[config.mk]
export PLATFORM = sky130hd
export DESIGN_NAME = asvg_cordic
export DESIGN_NICKNAME = d
export VERILOG_FILES = /design/src/hdl/asvg_pkg.sv /design/src/hdl/asvg_cordic.sv
export SDC_FILE = /design/constraint.sdc
export NUM_CORES = 2
export LEC_CHECK = 0
export BUFFER_PORTS_ARGS = -buffer_cell sky130_fd_sc_hd__buf_2
export CAP_MARGIN = 20
export CORE_ASPECT_RATIO = 0.6
export CORE_MARGIN = 1
export CORE_UTILIZATION = 55
export DETAILED_ROUTE_END_ITERATION = 12
export PLACE_DENSITY = 0.74
export RECOVER_POWER = 100
export SLEW_MARGIN = 20
export SYNTH_ARGS = -nofsm -noshare
export SYNTH_HDL_FRONTEND = slang
export SYNTH_SLANG_ARGS = --single-unit
[constraint.sdc]
create_clock -name clk_i -period 5.2 [get_ports clk_i]
set_clock_uncertainty 0.1 [all_clocks]
set_input_delay 0 -clock clk_i [delete_from_list [all_inputs] [get_ports clk_i]]
set_output_delay 0 -clock clk_i [all_outputs]
set_load 0.02 [all_outputs]
[src/hdl/asvg_pkg.sv]
// constants, tables and types for the steering vector generator
// no dependencies
package asvg_pkg;

  localparam int ELEMENTS_PER_ROW = 20;
  localparam int ROW_COUNT        = 5;
  localparam int ANGLE_BITS       = 16;

  localparam int CORDIC_STEPS = 16;
  localparam int CORDIC_W     = 33;
  localparam int Z_W          = 32;
  localparam int TURN_W       = 32;
  localparam logic signed [CORDIC_W-1:0] CORDIC_X0 = 33'sd652032874;

  localparam int INV_W   = 24;
  localparam int ROW_W   = 3;
  localparam int CFG_W   = 24;
  localparam int IDX_W   = 5;
  localparam int Q15_W   = 16;
  localparam logic [INV_W-1:0] INV_WL_RESET = 24'd65536;

  typedef enum logic [1:0] {
    CFG_INV_WAVELENGTH = 2'd0,
    CFG_SUBARRAY_ROW   = 2'd1
  } cfg_index_e;

  typedef logic signed [CORDIC_W-1:0] cordic_t;

  function automatic logic signed [Z_W-1:0] cordic_atan(input int unsigned i);
    logic signed [Z_W-1:0] a;
    case (i)
      0:  a = 32'sd536870912;
      1:  a = 32'sd316933406;
      2:  a = 32'sd167458907;
      3:  a = 32'sd85004756;
      4:  a = 32'sd42667331;
      5:  a = 32'sd21354465;
      6:  a = 32'sd10679838;
      7:  a = 32'sd5340245;
      8:  a = 32'sd2670163;
      9:  a = 32'sd1335087;
      10: a = 32'sd667544;
      11: a = 32'sd333772;
      12: a = 32'sd166886;
      13: a = 32'sd83443;
      14: a = 32'sd41722;
      15: a = 32'sd20861;
      default: a = '0;
    endcase
    return a;
  endfunction

endpackage

[src/hdl/asvg_cordic.sv]
// pipelined rotation cordic: turn angle to cos and sin in q30
// depends on asvg_pkg
module asvg_cordic #(
  parameter int TAG_W = 1
) (
  input  logic                              clk_i,
  input  logic                              rst_ni,
  input  logic                              en_i,
  input  logic                              valid_i,
  input  logic [asvg_pkg::TURN_W-1:0]       angle_i,
  input  logic [TAG_W-1:0]                  tag_i,
  output logic                              valid_o,
  output asvg_pkg::cordic_t                 cos_o,
  output asvg_pkg::cordic_t                 sin_o,
  output logic [TAG_W-1:0]                  tag_o
);
  localparam int N = asvg_pkg::CORDIC_STEPS;

  logic                             v_q   [0:N];
  asvg_pkg::cordic_t                x_q   [0:N];
  asvg_pkg::cordic_t                y_q   [0:N];
  logic signed [asvg_pkg::Z_W-1:0]  z_q   [0:N];
  logic [1:0]                       quad_q[0:N];
  logic [TAG_W-1:0]                 tag_q [0:N];

  logic              out_v_q;
  asvg_pkg::cordic_t cos_q, sin_q;
  logic [TAG_W-1:0]  out_tag_q;

  // load stage: quadrant split
  always_ff @(posedge clk_i or negedge rst_ni) begin
    if (!rst_ni) begin
      v_q[0] <= 1'b0;
    end else if (en_i) begin
      v_q[0] <= valid_i;
    end
  end

  always_ff @(posedge clk_i) begin
    if (en_i) begin
      x_q[0]    <= asvg_pkg::CORDIC_X0;
      y_q[0]    <= '0;
      z_q[0]    <= $signed({2'b00, angle_i[29:0]});
      quad_q[0] <= angle_i[31:30];
      tag_q[0]  <= tag_i;
    end
  end

  for (genvar i = 0; i < N; i++) begin : g_step
    asvg_pkg::cordic_t dx, dy;
    assign dx = y_q[i] >>> i;
    assign dy = x_q[i] >>> i;

    always_ff @(posedge clk_i or negedge rst_ni) begin
      if (!rst_ni) begin
        v_q[i+1] <= 1'b0;
      end else if (en_i) begin
        v_q[i+1] <= v_q[i];
      end
    end

    always_ff @(posedge clk_i) begin
      if (en_i) begin
        if (z_q[i] >= 0) begin
          x_q[i+1] <= x_q[i] - dx;
          y_q[i+1] <= y_q[i] + dy;
          z_q[i+1] <= z_q[i] - asvg_pkg::cordic_atan(i);
        end else begin
          x_q[i+1] <= x_q[i] + dx;
          y_q[i+1] <= y_q[i] - dy;
          z_q[i+1] <= z_q[i] + asvg_pkg::cordic_atan(i);
        end
        quad_q[i+1] <= quad_q[i];
        tag_q[i+1]  <= tag_q[i];
      end
    end
  end

  // quadrant rotation back
  always_ff @(posedge clk_i or negedge rst_ni) begin
    if (!rst_ni) begin
      out_v_q <= 1'b0;
    end else if (en_i) begin
      out_v_q <= v_q[N];
    end
  end

  always_ff @(posedge clk_i) begin
    if (en_i) begin
      case (quad_q[N])
        2'd0: begin
          cos_q <= x_q[N];
          sin_q <= y_q[N];
        end
        2'd1: begin
          cos_q <= -y_q[N];
          sin_q <= x_q[N];
        end
        2'd2: begin
          cos_q <= -x_q[N];
          sin_q <= -y_q[N];
        end
        default: begin
          cos_q <= y_q[N];
          sin_q <= -x_q[N];
        end
      endcase
      out_tag_q <= tag_q[N];
    end
  end

  assign valid_o = out_v_q;
  assign cos_o   = cos_q;
  assign sin_o   = sin_q;
  assign tag_o   = out_tag_q;
endmodule

After elaboration in Yosys (flattened, before gate mapping)
Memories as Yosys holds them, arrays and structs flattened. A register that Yosys moved wholly into a read port is not among the register bits.
Cells that the tools add are included.

storage, ports and cells
  flip-flop bits (word level) = 84
  memory bits (writable) = 1717
  output and inout port bits = 68
  logic and storage cells = 337
  memories = 5

memories
  memory  words  width  rd ports  clocked after Yosys merged registers in  wr ports  line               source
  x_q     17     33     17        0                                        17        asvg_cordic.sv:20  asvg_pkg::cordic_t x_q [0:N];
  y_q     17     33     17        0                                        17        asvg_cordic.sv:21  asvg_pkg::cordic_t y_q [0:N];
  z_q     17     32     16        0                                        17        asvg_cordic.sv:22  logic signed [asvg_pkg::Z_W-1:0] z_q [0:N];
  quad_q  17     2      17        0                                        17        asvg_cordic.sv:23  logic [1:0] quad_q[0:N];
  tag_q   17     1      17        1                                        17        asvg_cordic.sv:24  logic [TAG_W-1:0] tag_q [0:N];

cells by class
  $add $sub $neg = 97
  order comparisons = 16
  equality and inequality tests = 2
  multiplexer cells = 148
  bitwise logic cells = 48
  reductions and logical operators = 1

operator list
  operator             count
  $mux 33              32
  $ge 32x1->1 const B  16
  $mux 32              16
  $pmux 33 s3          2
  $mux 1               98
  $add 33x18->33       2
  $add 33x19->33       2
  $add 33x20->33       2
  $add 33x21->33       2
  $add 33x22->33       2
  $add 33x23->33       2
  $add 33x24->33       2
  $add 33x25->33       2
  $add 33x26->33       2
  $add 33x27->33       2
  $add 33x28->33       2
  $add 33x29->33       2
  $add 33x30->33       2
  $add 33x31->33       2
  $add 33x32->33       2
  $neg 33->33          2
  $sub 33x18->33       2
  $sub 33x19->33       2
  $sub 33x20->33       2
  other kinds (50)     110

Longest topological paths before layout
  depth in word-level cells = 5
  gate-level depth with buffers = 23
  depth with buffers taken out = 22

Worst setup path after synthesis
No wires, ideal clock.

  path kind = register to register
  from = memory z_q[12][2] (netlist name)
  to = memory y_q[13][30] (netlist name), data pin
  setup time = 264 ps
  arrival = 4983 ps
  slack = -147 ps
  cell stages (with the launch flop) = 21
  buffers on the path = 2
  cell sequence = edfxtp_1 -> nor4_1 -> nand4_1 -> o21ai_0 -> inv_1 -> nand2_1 -> clkbuf_1 -> clkbuf_1 -> nand2_1 -> xor2_1 -> ha_1 -> and3_1 -> and3_1 -> o211ai_1 -> nand4b_1 -> a2111oi_0 -> o21ai_0 -> o21a_1 -> a41o_1 -> a221oi_1 -> xnor2_1

RTL lines
  what             line
  start, declared  asvg_cordic.sv:22
  end, declared    asvg_cordic.sv:21

==> summary.md <==
| Metric | Value |
|---|---|
| Final Hold Viols | 0 |
| Commonest cells in the netlist | edfxtp_1 (1519), ha_1 (1274), xnor2_1 (1213) |
| CTS root buffer | clkbuf_16 |
| Core area | 220000 um2 |
| Die height | 367 um |
| Slowest cell on crit path | edfxtp_1 |
| Post-synth top area cell | edfxtp_1 |
| Synth cell types | 89 |
| Final worst path period need | 5210 ps |
| Met1 WL | 183000 um |
| Synthesized area | 122000 um2 |
| Most frequent cell after synthesis | edfxtp_1 |
| Slowest Stage Delay on Critical Path | 410 ps |
| Final setup viols | 2 |
| Top post-synthesis cells by area | edfxtp_1 (37%), ha_1 (13%), xnor2_1 (8.7%) |
| Worst path top cell family by delay | compound AO/OA/AOI/OAI gates |
| Cells after Synth | 12500 |
| Via count | 106000 |
| R2R depth | 23 |
| Die Area | 224000 um2 |
| Met2 wire len | between 100000 and 150000 um |
| Register area | 46100 um2 |
| Asr flop ratio synth | 1.17% |
| GRT Total Usage | between 30 and 40% |
| Slew Limit Fails | ~1300 |
| Drt drc | 0 |
| Final setup margin | -14.5 ps |
| Fillers | 17300 |
| Violated checks | capacitance limit, slew limit, setup timing |
| #FFs+latches synth | approximately 1500 |
| Worst EP required | 5670 ps |
| Clock-pin slew on the worst setup and hold paths | approximately 60 ps |
| Ys flop type | edfxtp_1 |
| Worst Hold Class | primary input to flip-flop |
| Total wire length | 385000 um |
| Sum Neg Setup Slack | -25.4 ps |
| Routed WL per cell | 22.6 um |
| Slew HR | -151% |
| R2r endpoint | x_q[10][30] |
| H-tree depth | 4 |
| R2R Path Start | z_q[9][25] |
| DP HPWL | 304000 um |
| Syn nets | 13900 |
| Row count | roughly 130 |
| Endpoint class of the critical path | flip-flop |
| Overflow after GRT | 0 |
| Ports | approximately 110 |
| Clock buffer depth | 4 |
| Top layer in use | met5 |
| Avg Vias per Cell | 6.23 |
| Synthesized area per cell | 9.73 um2 |
| Footprint of the multi-input gates | 75000 um2 |
| Cell repeated most along the worst path | o21ai_2 |
| Startpoint Class | flip-flop |
| CP Buf/Inv Count | 5 |
| Final period util | 100% |
| Starting density of the core | 55.5% |
| Later-pin clock latency in the skew report | 860 ps |
| Gpl congestion | between 1 and 1.5 |
| DRT antenna net count | 0 |
| Area Growth Syn to Fin | 17.4% |
| CTS tree | built |
| Tightest Pin Transition | 3770 ps |
| First-pass DRT Iterations | 10 |
| CTS Buf Count | 166 |
| Initial antenna violation count | 16 |
| Achievable frequency | ~0.19 GHz |
| Status | complete, but fails checks |
| PortBufs | approximately 100 |
| WHS Endpoint | x_q[7][32] |
| YS warnings | 0 |
| Vias in the first global route | slightly below 100k |
| Layout cells sized above 1 | about 14% |
| Worst EP arrival | 5680 ps |
| Fin Hold WS | 285 ps |
| Clk sink count | 1537 |
| Drt initial violations | between 10000 and 15000 |
| CP cell instances | nor4_2 -> buf_4 -> nand4_1 -> o21ai_2 -> inv_2 -> nand2_8 -> inv_4 -> buf_12 -> nor2_4 -> xor2_1 -> ha_1 -> nor2b_4 -> o31a_1 -> o21ai_2 -> buf_6 -> a211oi_4 -> nand3b_1 -> a31o_2 -> a311o_1 -> a41o_1 -> o41ai_4 -> o21ba_2 -> xnor2_1 |
| First-pass GRT wire length | 581000 um |
| DIE WIDTH | 610 um |
| Largest net degree at the start of global routing | 130 |
| CP Max Fanout | 4 |
| CP Class | flip-flop to flip-flop |
| Sequential area share after synthesis | 37.7% |
| Post-synth EDFFs | 1519 |
| Final nets | around 15000 |
| Total of max-cap violations | 21 |
| Hold path cells | 3 |
| DR WL met3 | 55700 um |
| HP Start | en_i |
| Yosys top cell area share | 37.4% |
| R2r setup slk | -10 ps |
| RSZ-0062 raised after global routing | yes |
tightest hold or removal path, cell delays in order:
cell and delay, ps:
dlygate4sd3_1 580, buf_12 190, clkbuf_1 230
kinds of logic after synthesis:
group | share of synthesized area [%]
AOI/OAI and AO/OA | 19.4
buffers and inverters | 2.46
xor gates and xnor gates | 12.9
adders and majority gates | 13.7
DFF | 37.7
and+or+nand+nor | 13.1
muxes | 0.714
layout by cell type, fill, tap and decap left out, types with 45 or more instances in the layout:
cell type and count:
edfxtp_1 1519, ha_1 1272, nor2_1 842, o21ai_0 718, a21o_1 596, clkbuf_16 172
nand4_1 97, o21a_1 191, and3_1 112, inv_1 560, o21ai_1 46, xnor2_1 1206
o211ai_1 53, o21bai_1 156, dlygate4sd3_1 71, nand2_1 799, a21oi_1 1097, nand2b_1 182
nor3_1 246, o41ai_1 49, o31ai_1 167, nor2b_1 168, or4_1 55, clkbuf_1 138
buf_4 1168, nor4_1 113, nand3_1 227, a211oi_1 88, or3_1 95, a21oi_2 45
or2_2 57, xor2_1 579, a31oi_1 71, and2_1 62
area by class of cell:
type,instances,share of cell area [%]
multi-input combinational,10200,52.4
sequential,1537,32.1
timing repair buffer,1442,7.61
clock buffer,195,3.03
tap,2970,2.59
inverter,572,1.51
clock inverter,99,0.740
antenna,12,0.0210
registers in the layout, summed over array words and instances (netlist names):
| signal | cells |
|---|---|
| z_q | 477 |
| quad_q | 34 |
| y_q | 463 |
| tag_o | 1 |
| valid_o | 1 |
| sin_o | 33 |
| x_q | 461 |
| cos_o | 33 |
| tag_q | 17 |
| v_q | 17 |
worst max-delay path by stage:
| stage | start | cells past startpoint | to | slack [ps] |
|---|---|---|---|---|
| floorplan | z_q[8][1] | 19 | y_q[9][30] | 60 |
| global placement | z_q[8][25] | 23 | y_q[9][32] | -970 |
| detailed placement | z_q[8][26] | 23 | y_q[9][32] | -950 |
| CTS | y_q[5][5] | 24 | x_q[6][30] | -90 |
| global route | z_q[13][3] | 23 | y_q[14][32] | -200 |
| finish | z_q[9][25] | 23 | x_q[10][30] | -10 |
layer usage:
metal / GRT usage, % / up-vias
met3: 12.7 / 414
met5: 1.98 / -
li1: - / 49400
met4: 4.96 / 24
met1: 52.6 / 51200
met2: 42.1 / 5046
per-stage QoR:
stage | instance area [um2] | utilization [%] | instances | setup slack, ps
5_1_grt | 143000 | 65.2 | 17000 | -199
4_1_cts | 141000 | 64.3 | 17000 | -94.3
3_3_place_gp | 135000 | 61.3 | 16600 | -965
2_1_floorplan | 122000 | - | 12500 | 56.1
6_report | 143000 | 65.2 | 17000 | -14.5
3_5_place_dp | 135000 | 61.3 | 16600 | -951
repair_timing:
item                                   CTS  global route
setup buffers                           17            62
gates cloned                             0             3
hold buffers                            71             0
pin swaps                               40           147
resized for setup                      105           387
endpoints found under the hold margin  536             0
setup endpoints to repair              126           208
Power is left out: the tool's default activity adds up to more than one toggle a clock period on the data nets, which glitch-free logic cannot reach.
